[config.mk]
export PLATFORM = sky130hd
export DESIGN_NAME = grid_cell_range_query_unit
export DESIGN_NICKNAME = d
export VERILOG_FILES = /design/src/sv/gcrq_pkg.sv /design/src/sv/gcrq_front.sv /design/src/sv/gcrq_queue.sv /design/src/sv/gcrq_back.sv /design/src/sv/grid_cell_range_query_unit.sv
export VERILOG_INCLUDE_DIRS = /design/src /design/src/sv
export SDC_FILE = /design/constraint.sdc
export NUM_CORES = 1
export LEC_CHECK = 0
export ABC_AREA = 1
export BUFFER_PORTS_ARGS = -buffer_cell sky130_fd_sc_hd__buf_2
export CORE_ASPECT_RATIO = 0.5
export CORE_UTILIZATION = 54
export DETAILED_ROUTE_END_ITERATION = 10
export PLACE_DENSITY = 0.73
export SYNTH_ARGS = -nofsm -noshare
export SYNTH_HDL_FRONTEND = slang
export SYNTH_HIERARCHICAL = 1
export SYNTH_SLANG_ARGS = --single-unit
export TNS_END_PERCENT = 50
[constraint.sdc]
create_clock -name clk -period 6 [get_ports clk]
set_input_delay 0.9 -clock clk [delete_from_list [all_inputs] [get_ports clk]]
set_output_delay 0.9 -clock clk [all_outputs]
set_load 0.05 [all_outputs]
[src/sv/grid_cell_range_query_unit_defines.svh]
// ----------------------------------------------------------------------------
// Grid cell range query: assertion macros
// Shared assertion forms for the range query modules.
// ----------------------------------------------------------------------------
`ifndef GRID_CELL_RANGE_QUERY_UNIT_DEFINES_SVH
`define GRID_CELL_RANGE_QUERY_UNIT_DEFINES_SVH

// same-cycle implication, checked out of reset
`define GCRQ_ASSERT_NOW(label, clk, rst, ante, cons, msg) \
  label: assert property (@(posedge clk) disable iff (rst) (ante) |-> (cons)) \
    else $error(msg);

// next-cycle implication, checked out of reset
`define GCRQ_ASSERT_NEXT(label, clk, rst, ante, cons, msg) \
  label: assert property (@(posedge clk) disable iff (rst) (ante) |=> (cons)) \
    else $error(msg);

`endif

[src/sv/gcrq_pkg.sv]
// ----------------------------------------------------------------------------
// Grid cell range query: package
// Shared types, register indexes and cell position codes.
// ----------------------------------------------------------------------------
`default_nettype none

package gcrq_pkg;

  localparam int CELL_WIDTH_DEF  = 16;
  localparam int CELL_HEIGHT_DEF = 16;

  // reciprocal precision for the cell split
  localparam int RECIP_SHIFT = 26;

  localparam int QUEUE_DEPTH = 4;

  localparam logic REG_GRID_COLUMNS = 1'b0;
  localparam logic REG_GRID_ROWS    = 1'b1;

  localparam logic [8:0] GRID_RESET = 9'd64;

  // emit order of the cells, also the bit positions in a job mask
  localparam logic [3:0] POS_OWN   = 4'd0;
  localparam logic [3:0] POS_UP    = 4'd1;
  localparam logic [3:0] POS_UR    = 4'd2;
  localparam logic [3:0] POS_RIGHT = 4'd3;
  localparam logic [3:0] POS_DR    = 4'd4;
  localparam logic [3:0] POS_DOWN  = 4'd5;
  localparam logic [3:0] POS_DL    = 4'd6;
  localparam logic [3:0] POS_LEFT  = 4'd7;
  localparam logic [3:0] POS_UL    = 4'd8;

  typedef struct packed {
    logic [8:0] grid_columns;
    logic [8:0] grid_rows;
  } cfg_t;

  typedef struct packed {
    logic [8:0]  mask;   // cells to emit, bit per position code
    logic [15:0] base;   // index of the own cell
    logic [8:0]  ncols;  // clamped column count
  } job_t;

endpackage

`default_nettype wire

[src/sv/gcrq_front.sv]
// ----------------------------------------------------------------------------
// Grid cell range query: front pipeline
// Splits the position into cell and offset and classifies the neighbors.
// ----------------------------------------------------------------------------
`default_nettype none

module gcrq_front #(
  parameter int CELL_WIDTH  = gcrq_pkg::CELL_WIDTH_DEF,
  parameter int CELL_HEIGHT = gcrq_pkg::CELL_HEIGHT_DEF
) (
  input  wire                 clk,
  input  wire                 rst,
  input  wire                 s_tvalid,
  output logic                s_tready,
  input  wire  [47:0]         s_tdata,
  input  gcrq_pkg::cfg_t      cfg,
  output logic                push,
  output gcrq_pkg::job_t      job,
  input  wire                 full
);

  localparam int REC_W  = gcrq_pkg::RECIP_SHIFT + 1;
  localparam int PROD_W = 16 + REC_W;
  localparam int DX_W   = $clog2(CELL_WIDTH + 1);
  localparam int DY_W   = $clog2(CELL_HEIGHT + 1);
  localparam int RX_W   = $clog2(2 * CELL_WIDTH);
  localparam int RY_W   = $clog2(2 * CELL_HEIGHT);
  localparam int DM_W   = (DX_W > DY_W) ? DX_W : DY_W;
  localparam int SQ_W   = 2 * DM_W;

  localparam logic [REC_W-1:0] RECIP_X =
    REC_W'((64'd1 << gcrq_pkg::RECIP_SHIFT) / CELL_WIDTH);
  localparam logic [REC_W-1:0] RECIP_Y =
    REC_W'((64'd1 << gcrq_pkg::RECIP_SHIFT) / CELL_HEIGHT);

  logic adv;

  // stage 1: reciprocal multiply
  logic        s1_valid;
  logic [15:0] s1_px, s1_py, s1_r, s1_qx, s1_qy;
  logic [PROD_W-1:0] prod_x, prod_y;

  // stage 2: remainder
  logic        s2_valid;
  logic [15:0] s2_qx, s2_qy, s2_r;
  logic [RX_W-1:0] s2_remx;
  logic [RY_W-1:0] s2_remy;
  logic [16:0] rem_x17, rem_y17;

  // stage 3: corrected quotient and offset
  logic        s3_valid;
  logic [15:0] s3_qx, s3_qy, s3_r;
  logic [DX_W-1:0] s3_offx;
  logic [DY_W-1:0] s3_offy;
  logic [15:0] qx_fix, qy_fix;
  logic [DX_W-1:0] offx_fix;
  logic [DY_W-1:0] offy_fix;

  // stage 4: clamp, distances, squares
  logic        s4_valid;
  logic        s4_e_up, s4_e_right, s4_e_down, s4_e_left;
  logic [SQ_W-1:0] s4_sq_up, s4_sq_right, s4_sq_down, s4_sq_left;
  logic [31:0] s4_r2;
  logic [15:0] s4_base;
  logic [8:0]  s4_ncols;

  logic [8:0]  ncols_c, nrows_c;
  logic [7:0]  cx, cy;
  logic [DX_W-1:0] d_left, d_right;
  logic [DY_W-1:0] d_up, d_down;
  logic        has_up, has_right, has_down, has_left;
  logic        c_ur, c_dr, c_dl, c_ul;

  assign adv      = !s4_valid || !full;
  assign s_tready = adv;
  assign push     = s4_valid && !full;

  assign prod_x = PROD_W'(s_tdata[15:0]) * PROD_W'(RECIP_X);
  assign prod_y = PROD_W'(s_tdata[31:16]) * PROD_W'(RECIP_Y);

  assign rem_x17 = {1'b0, s1_px} - 17'(17'(s1_qx) * 17'(CELL_WIDTH));
  assign rem_y17 = {1'b0, s1_py} - 17'(17'(s1_qy) * 17'(CELL_HEIGHT));

  // estimate is low by at most one
  always_comb begin
    if (s2_remx >= RX_W'(CELL_WIDTH)) begin
      qx_fix   = s2_qx + 16'd1;
      offx_fix = DX_W'(s2_remx - RX_W'(CELL_WIDTH));
    end else begin
      qx_fix   = s2_qx;
      offx_fix = DX_W'(s2_remx);
    end
    if (s2_remy >= RY_W'(CELL_HEIGHT)) begin
      qy_fix   = s2_qy + 16'd1;
      offy_fix = DY_W'(s2_remy - RY_W'(CELL_HEIGHT));
    end else begin
      qy_fix   = s2_qy;
      offy_fix = DY_W'(s2_remy);
    end
  end

  always_comb begin
    priority if (cfg.grid_columns == 9'd0) ncols_c = 9'd1;
    else if (cfg.grid_columns > 9'd256)    ncols_c = 9'd256;
    else                                   ncols_c = cfg.grid_columns;
    priority if (cfg.grid_rows == 9'd0)    nrows_c = 9'd1;
    else if (cfg.grid_rows > 9'd256)       nrows_c = 9'd256;
    else                                   nrows_c = cfg.grid_rows;

    // saturate a centre beyond the grid to the last column or row
    if (s3_qx >= 16'(ncols_c)) cx = 8'(ncols_c - 9'd1);
    else                       cx = s3_qx[7:0];
    if (s3_qy >= 16'(nrows_c)) cy = 8'(nrows_c - 9'd1);
    else                       cy = s3_qy[7:0];

    has_up    = cy != 8'd0;
    has_left  = cx != 8'd0;
    has_right = (9'(cx) + 9'd1) < ncols_c;
    has_down  = (9'(cy) + 9'd1) < nrows_c;

    d_left  = s3_offx;
    d_up    = s3_offy;
    d_right = DX_W'(CELL_WIDTH) - s3_offx;
    d_down  = DY_W'(CELL_HEIGHT) - s3_offy;
  end

  always_comb begin
    c_ur = (32'(s4_sq_up) + 32'(s4_sq_right)) < s4_r2;
    c_dr = (32'(s4_sq_right) + 32'(s4_sq_down)) < s4_r2;
    c_dl = (32'(s4_sq_down) + 32'(s4_sq_left)) < s4_r2;
    c_ul = (32'(s4_sq_left) + 32'(s4_sq_up)) < s4_r2;

    job.mask                     = '0;
    job.mask[gcrq_pkg::POS_OWN]   = 1'b1;
    job.mask[gcrq_pkg::POS_UP]    = s4_e_up;
    job.mask[gcrq_pkg::POS_UR]    = s4_e_up && s4_e_right && c_ur;
    job.mask[gcrq_pkg::POS_RIGHT] = s4_e_right;
    job.mask[gcrq_pkg::POS_DR]    = s4_e_right && s4_e_down && c_dr;
    job.mask[gcrq_pkg::POS_DOWN]  = s4_e_down;
    job.mask[gcrq_pkg::POS_DL]    = s4_e_down && s4_e_left && c_dl;
    job.mask[gcrq_pkg::POS_LEFT]  = s4_e_left;
    job.mask[gcrq_pkg::POS_UL]    = s4_e_left && s4_e_up && c_ul;
    job.base                     = s4_base;
    job.ncols                    = s4_ncols;
  end

  always_ff @(posedge clk) begin
    if (rst) begin
      s1_valid <= 1'b0;
      s2_valid <= 1'b0;
      s3_valid <= 1'b0;
      s4_valid <= 1'b0;
    end else if (adv) begin
      s1_valid <= s_tvalid;
      s2_valid <= s1_valid;
      s3_valid <= s2_valid;
      s4_valid <= s3_valid;
    end
  end

  always_ff @(posedge clk) begin
    if (adv) begin
      s1_px <= s_tdata[15:0];
      s1_py <= s_tdata[31:16];
      s1_r  <= s_tdata[47:32];
      s1_qx <= prod_x[gcrq_pkg::RECIP_SHIFT +: 16];
      s1_qy <= prod_y[gcrq_pkg::RECIP_SHIFT +: 16];

      s2_qx   <= s1_qx;
      s2_qy   <= s1_qy;
      s2_r    <= s1_r;
      s2_remx <= rem_x17[RX_W-1:0];
      s2_remy <= rem_y17[RY_W-1:0];

      s3_qx   <= qx_fix;
      s3_qy   <= qy_fix;
      s3_offx <= offx_fix;
      s3_offy <= offy_fix;
      s3_r    <= s2_r;

      s4_e_up     <= has_up && (s3_r > 16'(d_up));
      s4_e_right  <= has_right && (s3_r > 16'(d_right));
      s4_e_down   <= has_down && (s3_r > 16'(d_down));
      s4_e_left   <= has_left && (s3_r > 16'(d_left));
      s4_sq_up    <= SQ_W'(d_up) * SQ_W'(d_up);
      s4_sq_right <= SQ_W'(d_right) * SQ_W'(d_right);
      s4_sq_down  <= SQ_W'(d_down) * SQ_W'(d_down);
      s4_sq_left  <= SQ_W'(d_left) * SQ_W'(d_left);
      s4_r2       <= 32'(s3_r) * 32'(s3_r);
      s4_base     <= 16'(17'(cy) * 17'(ncols_c) + 17'(cx));
      s4_ncols    <= ncols_c;
    end
  end

endmodule

`default_nettype wire

[src/sv/gcrq_queue.sv]
// ----------------------------------------------------------------------------
// Grid cell range query: job queue
// Short FIFO of classified queries between front and back.
// ----------------------------------------------------------------------------
`default_nettype none

module gcrq_queue #(
  parameter int DEPTH = gcrq_pkg::QUEUE_DEPTH
) (
  input  wire                 clk,
  input  wire                 rst,
  input  wire                 wr_en,
  input  gcrq_pkg::job_t      wr_data,
  output logic                full,
  input  wire                 rd_en,
  output gcrq_pkg::job_t      rd_data,
  output logic                empty
);

  localparam int PTR_W = (DEPTH > 1) ? $clog2(DEPTH) : 1;
  localparam int CNT_W = $clog2(DEPTH + 1);

  gcrq_pkg::job_t mem [DEPTH];
  logic [PTR_W-1:0] wr_ptr, rd_ptr;
  logic [CNT_W-1:0] count;

  assign full    = count == CNT_W'(DEPTH);
  assign empty   = count == '0;
  assign rd_data = mem[rd_ptr];

  always_ff @(posedge clk) begin
    if (rst) begin
      wr_ptr <= '0;
      rd_ptr <= '0;
      count  <= '0;
    end else begin
      if (wr_en) begin
        wr_ptr <= (wr_ptr == PTR_W'(DEPTH - 1)) ? '0 : wr_ptr + PTR_W'(1);
      end
      if (rd_en) begin
        rd_ptr <= (rd_ptr == PTR_W'(DEPTH - 1)) ? '0 : rd_ptr + PTR_W'(1);
      end
      unique case ({wr_en, rd_en})
        2'b10:   count <= count + CNT_W'(1);
        2'b01:   count <= count - CNT_W'(1);
        default: count <= count;
      endcase
    end
  end

  always_ff @(posedge clk) begin
    if (wr_en) begin
      mem[wr_ptr] <= wr_data;
    end
  end

endmodule

`default_nettype wire

[src/sv/gcrq_back.sv]
// ----------------------------------------------------------------------------
// Grid cell range query: back sequencer
// Walks a job mask and emits one cell index per cycle while the output is not stalled.
// ----------------------------------------------------------------------------
`default_nettype none

`include "grid_cell_range_query_unit_defines.svh"

module gcrq_back (
  input  wire                 clk,
  input  wire                 rst,
  input  gcrq_pkg::job_t      q_data,
  input  wire                 q_empty,
  output logic                q_rd,
  output logic                m_tvalid,
  input  wire                 m_tready,
  output logic [15:0]         m_tdata,   // cell_index[15:0]
  output logic                m_tlast
);

  logic [8:0]  cur_mask, next_mask;
  logic [15:0] cur_base, cell_idx;
  logic [8:0]  cur_ncols;
  logic [3:0]  sel;
  logic        cur_busy, emit, done;

  assign cur_busy  = cur_mask != '0;
  assign emit      = cur_busy && (!m_tvalid || m_tready);
  assign done      = next_mask == '0;
  assign q_rd      = !q_empty && (!cur_busy || (emit && done));

  always_comb begin
    sel = gcrq_pkg::POS_OWN;
    for (int i = 8; i >= 0; i--) begin
      if (cur_mask[i]) sel = 4'(i);
    end
    next_mask      = cur_mask;
    next_mask[sel] = 1'b0;
  end

  always_comb begin
    unique case (sel)
      gcrq_pkg::POS_UP:    cell_idx = cur_base - 16'(cur_ncols);
      gcrq_pkg::POS_UR:    cell_idx = cur_base - 16'(cur_ncols) + 16'd1;
      gcrq_pkg::POS_RIGHT: cell_idx = cur_base + 16'd1;
      gcrq_pkg::POS_DR:    cell_idx = cur_base + 16'(cur_ncols) + 16'd1;
      gcrq_pkg::POS_DOWN:  cell_idx = cur_base + 16'(cur_ncols);
      gcrq_pkg::POS_DL:    cell_idx = cur_base + 16'(cur_ncols) - 16'd1;
      gcrq_pkg::POS_LEFT:  cell_idx = cur_base - 16'd1;
      gcrq_pkg::POS_UL:    cell_idx = cur_base - 16'(cur_ncols) - 16'd1;
      default:             cell_idx = cur_base;
    endcase
  end

  always_ff @(posedge clk) begin
    if (rst) begin
      cur_mask <= '0;
      m_tvalid <= 1'b0;
    end else begin
      // load the next job as the current one drains
      if (q_rd) begin
        cur_mask <= q_data.mask;
      end else if (emit) begin
        cur_mask <= next_mask;
      end
      if (emit) begin
        m_tvalid <= 1'b1;
      end else if (m_tready) begin
        m_tvalid <= 1'b0;
      end
    end
  end

  always_ff @(posedge clk) begin
    if (q_rd) begin
      cur_base  <= q_data.base;
      cur_ncols <= q_data.ncols;
    end
    if (emit) begin
      m_tdata <= cell_idx;
      m_tlast <= done;
    end
  end

  `GCRQ_ASSERT_NOW(a_own_cell_first, clk, rst, q_rd, q_data.mask[gcrq_pkg::POS_OWN], "job without own cell")
  `GCRQ_ASSERT_NOW(a_rest_pending, clk, rst, m_tvalid && !m_tlast, cur_busy, "query cut short")
  `GCRQ_ASSERT_NEXT(a_handoff, clk, rst, emit && done && !q_empty, cur_busy, "queued job not picked up")

endmodule

`default_nettype wire

[src/sv/grid_cell_range_query_unit.sv]
// ----------------------------------------------------------------------------
// Grid cell range query unit
// Emits the linear indices of the grid cells that a query circle reaches.
// ----------------------------------------------------------------------------
//  channel  | direction | contents
//  s_*      | in        | tdata: pos_x, pos_y, radius
//  m_*      | out       | tdata: cell_index; tlast: last cell of the query
//  cfg_*    | in        | register writes: grid_columns, grid_rows
//
//  A query emits 1 to 9 cells through the back sequencer, which drives the
//  single output register.
//  An accepted query passes the front's s1 to s4 registers to the job queue.
//  Reset clears the pipeline, queue and output; both grid sizes go to 64.
//  An output stall fills the queue, then the front holds and drops tready.
// ----------------------------------------------------------------------------
`default_nettype none

module grid_cell_range_query_unit #(
  parameter int CELL_WIDTH  = gcrq_pkg::CELL_WIDTH_DEF,
  parameter int CELL_HEIGHT = gcrq_pkg::CELL_HEIGHT_DEF
) (
  input  wire         clk,
  input  wire         rst,
  input  wire         s_tvalid,
  output logic        s_tready,
  input  wire  [47:0] s_tdata,    // pos_x[15:0], pos_y[31:16], radius[47:32]
  output logic        m_tvalid,
  input  wire         m_tready,
  output logic [15:0] m_tdata,    // cell_index[15:0]
  output logic        m_tlast,
  input  wire         cfg_wr_en,
  input  wire         cfg_index,
  input  wire  [8:0]  cfg_data
);

  gcrq_pkg::cfg_t cfg;
  gcrq_pkg::job_t push_job, head_job;
  logic           push, full, empty, pop;

  always_ff @(posedge clk) begin
    if (rst) begin
      cfg.grid_columns <= gcrq_pkg::GRID_RESET;
      cfg.grid_rows    <= gcrq_pkg::GRID_RESET;
    end else if (cfg_wr_en) begin
      if (cfg_index == gcrq_pkg::REG_GRID_COLUMNS) begin
        cfg.grid_columns <= cfg_data;
      end else begin
        cfg.grid_rows <= cfg_data;
      end
    end
  end

  gcrq_front #(
    .CELL_WIDTH  (CELL_WIDTH),
    .CELL_HEIGHT (CELL_HEIGHT)
  ) u_front (
    .clk      (clk),
    .rst      (rst),
    .s_tvalid (s_tvalid),
    .s_tready (s_tready),
    .s_tdata  (s_tdata),
    .cfg      (cfg),
    .push     (push),
    .job      (push_job),
    .full     (full)
  );

  gcrq_queue #(
    .DEPTH (gcrq_pkg::QUEUE_DEPTH)
  ) u_queue (
    .clk     (clk),
    .rst     (rst),
    .wr_en   (push),
    .wr_data (push_job),
    .full    (full),
    .rd_en   (pop),
    .rd_data (head_job),
    .empty   (empty)
  );

  gcrq_back u_back (
    .clk      (clk),
    .rst      (rst),
    .q_data   (head_job),
    .q_empty  (empty),
    .q_rd     (pop),
    .m_tvalid (m_tvalid),
    .m_tready (m_tready),
    .m_tdata  (m_tdata),
    .m_tlast  (m_tlast)
  );

endmodule

`default_nettype wire
After elaboration in Yosys (flattened, before gate mapping) --
Memory sizes are Yosys's and may differ from the RTL's. A register that Yosys moved wholly into a read port is not among the register bits. Cells that the tools add are included.
Word-level totals: flip-flop bits (word level) 334, latch bits 0, bits in writable memories 132, ROM bits 0, bits of input ports 63, output and inout bits 19, logic and storage cells 183, memories kept 1
Memories:
- u_queue.mem | depth 4, bits a word 33, rd ports 1, clocked after memory_dff 1, wr ports 1, line gcrq_queue.sv:23 | gcrq_pkg::job_t mem [DEPTH];
Cells by class: $add $sub $neg 29, multiply operators 6, div/mod/pow operators 0, magnitude comparators 18, equality and inequality tests 13, shift operators 0, mux-type cells 33, bitwise logic cells 3, reductions and logical operators 37
Operators with widths (count):
- $lt 32x32->1 | 4
- $pmux 16 s8 | 1
- $gt 16x5->1 | 4
- $mux 9 | 6
- $add 16x1->16 const B | 3
- $sub 16x1->16 const B | 3
- $add 10x10->11 | 4
- $mul 5x5->10 | 4
- $mux 4 | 9
- $mul 16x16->32 | 1
- $logic_not 9->1 | 3
- $add 12x1->13 const B | 2
- $ge 13x9->1 | 2
- $mux 12 | 2
- $add 8x1->9 const B | 2
- $gt 9x9->1 const B | 2
- $lt 9x9->1 | 2
- $logic_and 1x1->1 | 17
- $add 16x8->16 | 1
- $add 16x9->16 | 1
- $eq 4x3->1 const B | 4
- $mul 8x9->16 | 1
- $mux 8 | 2
- $reduce_bool 8->1 | 2
- 31 further kinds | 57

Depth between registers and ports, before layout --
Gate-level depths: netlist (run 1).
depth in word-level cells 21, mapped depth 36, gate-level depth less buffers 35

Hierarchy --
Netlist (run 1), hierarchy kept.
Modules (own cells, without submodules):
- gcrq_front | times used 1, cells each 2438, area an instance 23443.7 µm², seq. area each 7287.0 µm²
- gcrq_back | times used 1, cells each 826, area an instance 5853.1 µm², seq. area each 1461.4 µm²
- gcrq_queue | times used 1, cells each 389, area an instance 5708.0 µm², seq. area each 4264.1 µm²
- grid_cell_range_query_unit | times used 1, cells each 96, area an instance 700.7 µm², seq. area each 360.3 µm²

Least setup slack after synthesis (run 1) --
Ideal clock, no wire load.
path kind reg-to-reg, from register u_queue.count[2], to register u_front.s3_valid, library setup time 0.170 ns, data arrival time 6.752 ns, data required time 5.830 ns, path slack -0.922 ns, cell stages (with the launch flop) 7, buffers on the path 0, clock period less this slack 6.922 ns, cell sequence dfxtp_1 inv_1 nor3_1 nand2_1 inv_1 nor2_1 a211oi_1
Between the ends: longest elaborated chain between the ends 3
Ends and longest elaborated chain:
- from (decl) | line gcrq_queue.sv:25 | logic [CNT_W-1:0] count;
- from (signal assigned) | line gcrq_queue.sv:44 | 2'b10: count <= count + CNT_W'(1);
- from (signal assigned) | line gcrq_queue.sv:45 | 2'b01: count <= count - CNT_W'(1);
- from (signal assigned) | line gcrq_queue.sv:46 | default: count <= count;
- $eq 3x3->1 | line gcrq_queue.sv:27 | assign full = count == CNT_W'(DEPTH);
- via full | line grid_cell_range_query_unit.sv:38 | logic push, full, empty, pop;
- $logic_not 1->1 | line gcrq_front.sv:74 | assign adv = !s4_valid || !full;
- $logic_or 1x1->1 | line gcrq_front.sv:74
- via s_tready | line grid_cell_range_query_unit.sv:25 | output logic s_tready,
- to (signal assigned) | line gcrq_front.sv:156 | s3_valid <= s2_valid;
- to (decl) | line gcrq_front.sv:51 | logic s3_valid;
The timed path passes the listed nets, and every way through them passes these cells. A chain may end at the register's enable or synchronous reset.

Final worst setup path (run 1) --
from register cfg[0] (netlist name), to register u_front.s4_base[13], data pin
Between the ends: longest elaborated chain between the ends 7, elaborated cells between the ends (all ways) 9
Ends and longest elaborated chain:
- $gt 9x9->1 | line gcrq_front.sv:107 | else if (cfg.grid_rows > 9'd256) nrows_c = 9'd256;
- $mux 9 | line gcrq_front.sv:107
- $mux 9 * | line gcrq_front.sv:106 | priority if (cfg.grid_rows == 9'd0) nrows_c = 9'd1;
- $ge 13x9->1 or $sub 8x1->8 (tied branches) | line gcrq_front.sv:113 | if (s3_qy >= 16'(nrows_c)) cy = 8'(nrows_c - 9'd1);
- $mux 8 * | line gcrq_front.sv:113
- $mul 8x9->16 * | line gcrq_front.sv:190 | s4_base <= 16'(17'(cy) * 17'(ncols_c) + 17'(cx));
- $add 16x8->16 * | line gcrq_front.sv:190
- to (signal assigned) | line gcrq_front.sv:190
- to (decl) | line gcrq_front.sv:64 | logic [15:0] s4_base;
Mark *: on every way between the ends. The rest lies on a longest branch, timed or not.

==> results of run 1 <==
[layout make-up]
cell class / count / area [sq um] / area share (%)
Clock buffer: 46 / 1110 / 2.81
Clock inverter: 34 / 487 / 1.23
Inverter: 689 / 2610 / 6.61
Multi-Input combinational cell: 2488 / 19500 / 49.3
Sequential cell: 459 / 13400 / 33.9
Tap cell: 884 / 1110 / 2.80
Timing Repair Buffer: 196 / 1340 / 3.39
[synthesized netlist by cell type, types with 16 or more instances]
library cell  count
inv_1           651
nand2_1         576
edfxtp_1        418
ha_1            368
nor2_1          313
fa_1            228
a21oi_1         177
o21ai_0         147
nand3_1         132
xor2_1           96
clkbuf_1         72
xnor2_1          52
dfxtp_1          41
a21o_1           38
nand4_1          38
nor2_2           31
nor3_1           31
inv_2            30
nand2_2          25
buf_2            21
o22ai_2          20
o211ai_1         19
o22ai_1          17
a31oi_1          16
[layout by cell type (no fill, tap or decap), types with 13 or more instances in the layout]
cell	instances
nand2_2	38
a21o_1	38
o22ai_2	20
o21bai_1	15
inv_2	39
ha_1	355
nor2_1	299
a31oi_1	16
xor2_1	96
clkbuf_16	44
nor2_2	44
dfxtp_1	38
inv_1	641
o211ai_1	19
nand4_1	38
a21oi_1	166
fa_1	227
nand2_1	562
xnor2_1	52
o22ai_1	17
edfxtp_1	418
nand3_1	129
buf_4	105
o21ai_0	143
nor3_1	28
a21oi_2	13
buf_2	81
[worst max-delay path, delay by kind of cell (launching register included)]
family          cells  cell delay (ps)
compound gates      6              910
xor+xnor            1               70
fa+ha+maj           6             2560
buf+inv             7              680
flops               1              320
simple gates       12             1040
[per-layer routing]
metal  vias to the layer above  GRT usage [%]  share of wire (%)
li1                      12500              -                  -
met1                     12200           31.1                 45
met2                       584           42.0                 49
met3                       125           2.59                4.2
met4                         0           6.56                2.1
met5                         -              0                  0
[what timing repair did]
| action | 4_1_cts | 5_1_grt |
|---|---|---|
| pin swaps | 0 | 43 |
| setup endpoints to repair | 2 | 21 |
| cloned | 0 | 1 |
| gates resized for setup | 3 | 95 |
| buffers inserted | 0 | 33 |
| endpoints found under the hold margin | 0 | 0 |
[kinds of logic (layout without fill, tap and decap cells)]
logic type | Yosys count | after routing
flip-flops | 459 | 459
other | 2 | 5
AO/OA/AOI/OAI | 520 | 520
XOR/XNOR | 149 | 149
multiplexers | 1 | 1
AND/OR/NAND/NOR | 1216 | 1217
buffers and inverters | 806 | 965
adder cells (fa/ha/maj) | 596 | 596
[how the worst max path moves through the flow]
stage	endpoint	slack [ps]	from	cells after the start
5_1_grt	u_front/s4_base[14]$_DFFE_PP_	-180	cfg[0]$_SDFFE_PP0P_	34
3_5_place_dp	u_front/s4_base[15]$_DFFE_PP_	-40	cfg[1]$_SDFFE_PP0P_	30
2_1_floorplan	u_front/s4_base[14]$_DFFE_PP_	70	cfg[2]$_SDFFE_PP0P_	34
6_report	u_front/s4_base[13]$_DFFE_PP_	190	cfg[0]$_SDFFE_PP0P_	32
3_3_place_gp	u_front/s4_base[14]$_DFFE_PP_	80	cfg[2]$_SDFFE_PP0P_	33
4_1_cts	u_front/s4_base[15]$_DFFE_PP_	3	cfg[1]$_SDFFE_PP0P_	31
[registers in the layout, indices dropped and copies added (netlist names), 16 cells and up, named ones only]
register / flops
u_front/s1_r: 16
u_back/m_tdata: 16
u_front/s4_r2: 31
cfg: 18
u_front/s4_base: 16
u_front/s3_r: 16
u_queue/mem: 136
u_front/s2_r: 16
u_back/cur_base: 16
[stage by stage]
stage / cells / setup TNS (ps) / area, sq um / power [mW] / hold WS [ps]
after floorplan: 3752 / 0 / 35700 / 16.0 / 400
after global placement: 4683 / 0 / 37300 / 19.1 / 400
after detailed placement: 4683 / -83.0 / 37300 / 19.5 / 405
after CTS: 4763 / 0 / 38900 / 22.7 / 412
after global routing: 4796 / -585 / 39500 / 25.8 / 422
final: 4796 / 0 / 39500 / 23.6 / 414
[power by group]
group / switching, mW / internal [mW]
Combinational: 9.62 / 5.87
Sequential: 0.420 / 4.66
Clock: 1.27 / 1.80
Total: 11.3 / 12.3
==> impl_metrics.toml, run 1 <==
[cts]
clock_latency_ps = 600
cts_buffer_depth = 3
ctsHtreeMaxLevel = 2
clk_pin_slew_ps = 70
clockRootBuffer = "clkbuf_16"
hold_buffers = 0
cts_sinks = 459
cts_tree = "done"
cts_buffers = 43

[die]
io_pins = 82
die-height_microns = 184
rows = 66
dieArea_sq_mm = 0.0672
core_sq_mm = 0.0652
start_util_pct = 54.8
die_x_microns = 366

[final_layout]
diodes = 0
drive_gt1_share_pct = 13.5
syn_to_final_growth_pct = 10.6
finalNetCount = 4536
fill_cells = 5420
fin_util_pct = 60.6

[global_routing]
grt_first_pass_wirelength_microns = 127000
antenna_found_initial = 0
grt_pass1_vias = 25500
grt.overflow.total = 0
grt_max_degree = 84
grt_usage_pct = 23.8

[timing]
rsz0062_at_grt = "true"
setup_violations = 0
max_slew.worst_pin.slew_ps = 1040
fin_skew_ps = 37.8
period_share_pct = 96.9
final-hold-violation-count = 0
max_freq_mhz = 172
post-route-min-period_ps = 5810
max_slew_margin_pct = 30.7
setup_ws_ps = 186
slew_viol_final = 0

[worst_setup_path]
crit_slowest_cell = "fa_1"
reg2reg_from = "cfg[0]$_SDFFE_PP0P_"
critPathKind = "flip-flop to flip-flop"
worstPathArrival_ps = 6160
reg2reg_slack_ps = 190
reg2regPathDepth = 32
r2r-end = "u_front/s4_base[13]$_DFFE_PP_"
cp-end-kind = "flip-flop"
cp-start-kind = "flip-flop"
crit_path_max_fanout = 8
required_ps = 6350
max_stage_delay_ps = 540

[synth]
yosysTopAreaCellShare_pct = 35.2
synth-compound-area-share_pct = 9.04
syn-mean-instance-area_sq_um = 9.52
synth_xor_area_share_pct = 3.69
synth_top_family_by_area = "adder cells"
ys_warn_count = 6
synth_top_area_cell = "edfxtp_1"
ys_seq_area_share_pct = 37.5
synth_edf_count = 418
yosys.area_share.simple_pct = 15.0
synth_top_cells_by_area = "edfxtp_1, ha_1, fa_1"
synthDistinctLibCells = 72
async_reset_ff_share_pct = 0
synth_fa_ha_area_share_pct = 25.7
synthMuxAreaShare_pct = 0.0315
synthFlopType = "edfxtp_1"
syn_inst = 3749
netlist_area_sq_mm = 0.0357
ys_seq_elements = 459

[min_path]
min_to = "u_front/s3_r[9]$_DFFE_PP_"
hp-start = "u_front/s2_r[9]$_DFFE_PP_"
hold_depth = 0
worstHoldPathType = "flip-flop to flip-flop"

[run]
maxCapViolations = 0

[detailed_routing]
antenna_left = 0
drtIter0Drc = 2023
dr.pass1.iters = 8
wl_per_cell_microns = 16.5
wirelength_microns = 79000
via_per_inst = 5.31
vias = 25500
route.detailed.drc = 0

[power_and_ir_drop]
p_leak_nw = 19.1
peakVddDrop_mv = 0.885
power_density_mw_per_mm2 = 599

[placed_design]
hpwlAfterDp_microns = 60700
gp_congestion = 0.923
dpl_worst_slack_ps = -43.1
port_buffers = 81

[outcome]
outcome = "complete, no violations"
No activity file was read; power rests on OpenSTA's default activity.
==> run 2, diff against run 1 <==
--- a/config.mk
+++ b/config.mk
@@ -11,7 +11,7 @@
 export CORE_ASPECT_RATIO = 0.5
 export CORE_UTILIZATION = 54
 export DETAILED_ROUTE_END_ITERATION = 10
-export PLACE_DENSITY = 0.73
+export PLACE_DENSITY = 0.79
 export SYNTH_ARGS = -nofsm -noshare
 export SYNTH_HDL_FRONTEND = slang
 export SYNTH_HIERARCHICAL = 1
==> run 2 against run 1 <==
Global-route usage fell by 0.43 points; first-iteration DRC count is 8.6% lower; wire length decreased by 1.9%; register-to-register slack lost 20 ps.
==> impl_metrics.toml, run 2 (same netlist as run 1, synthesis figures left out) <==
[final_layout]
top_regs = "u_queue/mem (136), u_front/s4_r2 (31), cfg (18)"
final_common_cell = "inv_1"
diodes = 0
final_cells = 4793
final_cell_mix = "inv_1, nand2_1, edfxtp_1"
finalNetCount = 4535
largest_register_ffs = 136
drive_gt1_share_pct = 13.1
fin_util_pct = 60.3
syn_to_final_growth_pct = 10.1
regMostFlops = "u_queue/mem"

[timing]
max_freq_mhz = 172
slew_viol_final = 0
final-hold-violation-count = 0
max_slew_margin_pct = 34.7
setup_violations = 0
post-route-min-period_ps = 5830
rsz0062_at_grt = "true"
max_slew.worst_pin.slew_ps = 979
fin_skew_ps = 26.1
period_share_pct = 97.2

[global_routing]
grt_max_degree = 76
grt.overflow.total = 0
grt_usage_pct = 23.4
grt_pass1_vias = 25900
antenna_found_initial = 0
grt_first_pass_wirelength_microns = 127000

[worst_setup_path]
crit_path_max_fanout = 10
path_cells = "buf_4 > nand2_1 > inv_1 > fa_1 > inv_1 > fa_1 > inv_1 > fa_1 > fa_1 > fa_1 > fa_1 > ha_1 > a21oi_1 > o21ai_0 > a21oi_1 > nand3_1 > a21o_1 > a21oi_1 > xor2_1"
required_ps = 6410
worstPathArrival_ps = 6240
cpMostUsedCell = "fa_1"
cp-start-kind = "flip-flop"
max_stage_delay_ps = 550
critPathKind = "flip-flop to flip-flop"
cp-end-kind = "flip-flop"
crit_slowest_cell = "fa_1"

[run]
maxCapViolations = 0

[power_and_ir_drop]
p_clk_share_pct = 12.5
p_sw_mw = 11.1
p_comb_share_pct = 65.5
p_leak_nw = 19.1
peakVddDrop_mv = 0.824
power_density_mw_per_mm2 = 588
pwr-share-seq_pct = 22.0
power.internal_mw = 12.0
switching_share_pct = 48.1

[placed_design]
port_buffers = 81
dp.cells = 4675
gp_congestion = 0.972
hpwlAfterDp_microns = 58900

[min_path]
worstHoldPathType = "flip-flop to flip-flop"

[detailed_routing]
route.detailed.drc = 0
wirelength_microns = 77500
wl_per_cell_microns = 16.2
drtIter0Drc = 1849
vias = 25700
via_per_inst = 5.35
dr.pass1.iters = 6
antenna_left = 0

[cts]
cts_sinks = 459
clock_latency_ps = 590
clk_pin_slew_ps = 70
ctsHtreeMaxLevel = 2
cts_buffer_depth = 3
clockRootBuffer = "clkbuf_16"
hold_buffers = 0
cts_buffers = 44
cts_tree = "done"

[die]
core_sq_mm = 0.0652
dieArea_sq_mm = 0.0672
start_util_pct = 54.8
io_pins = 82
die-height_microns = 184
die_x_microns = 366
rows = 66

[outcome]
outcome = "complete, no violations"
==> run 2: cell count changes in the layout (fill, tap and decap cells not counted), sizes merged <==
cell,change
buf,-2
bufinv,-6
clkinvlp,-5
clkinv,+2
inv,+4
clkbuf,+4
==> run 2: worst max-delay path: cells and delay by family (launching register included) <==
family | cells | cell delay (ps)
fa+ha+maj | 7 | 3380
compound gates | 5 | 900
xor+xnor | 1 | 200
flops | 1 | 530
buf+inv | 4 | 430
simple gates | 2 | 220
==> run 2: repair_timing <==
action	in CTS	in global routing
endpoints found under the setup margin	3	20
setup buffers	1	37
gates resized for setup	4	79
cloned	0	1
pin swaps	1	35
==> run 2: path summary, 6_finish.rpt <==
path              slack, ps                      start  cells after the start                     endpoint
setup / recovery        170  u_front/s3_r[8]$_DFFE_PP_                     19  u_front/s4_r2[27]$_DFFE_PP_
hold reg to reg         420  u_front/s1_r[1]$_DFFE_PP_                      0    u_front/s2_r[1]$_DFFE_PP_
setup reg to reg        170  u_front/s3_r[8]$_DFFE_PP_                     19  u_front/s4_r2[27]$_DFFE_PP_
hold / removal          420  u_front/s1_r[1]$_DFFE_PP_                      0    u_front/s2_r[1]$_DFFE_PP_
==> run 2: area by class of cell <==
| class | count | area, sq um |
|---|---|---|
| clock buffer | 50 | 1150 |
| clock inverter | 29 | 324 |
| fill | 5310 | 25900 |
| inverter | 689 | 2610 |
| multi-input combinational | 2488 | 19400 |
| sequential | 459 | 13400 |
| tap | 884 | 1110 |
| timing repair buffer | 194 | 1300 |
==> run 2: through the flow <==
step | power (mW) | setup slack, ps | cell area (sq um) | TNS (ps) | hold slack [ps]
2_1_floorplan | 16.0 | 68.1 | 35700 | 0 | 400
3_3_place_gp | 19.0 | 53.3 | 37200 | 0 | 400
3_5_place_dp | 19.4 | -72.3 | 37200 | -85.0 | 405
4_1_cts | 22.5 | 1.04 | 38700 | 0 | 417
5_1_grt | 25.3 | -89.2 | 39300 | -182 | 418
6_report | 23.1 | 170 | 39300 | 0 | 416
==> run 2: layer usage <==
layer / vias to the layer above / track usage (%) / wire length, microns
met1: 12300 / 31.1 / 34400
met3: 134 / 3.05 / 3950
met5: - / 0 / 0
met2: 652 / 40.2 / 37400
met4: 0 / 6.44 / 1810
li1: 12500 / - / -
==> run 2: power groups by stage <==
stage          sequential [mW]  combinational (mW)  clock, mW
2_1_floorplan             5.17                10.9          0
3_3_place_gp              5.13                13.8          0
3_5_place_dp              5.15                14.3          0
4_1_cts                   5.08                14.4       2.98
5_1_grt                   5.13                17.0       3.10
6_report                  5.08                15.1       2.90
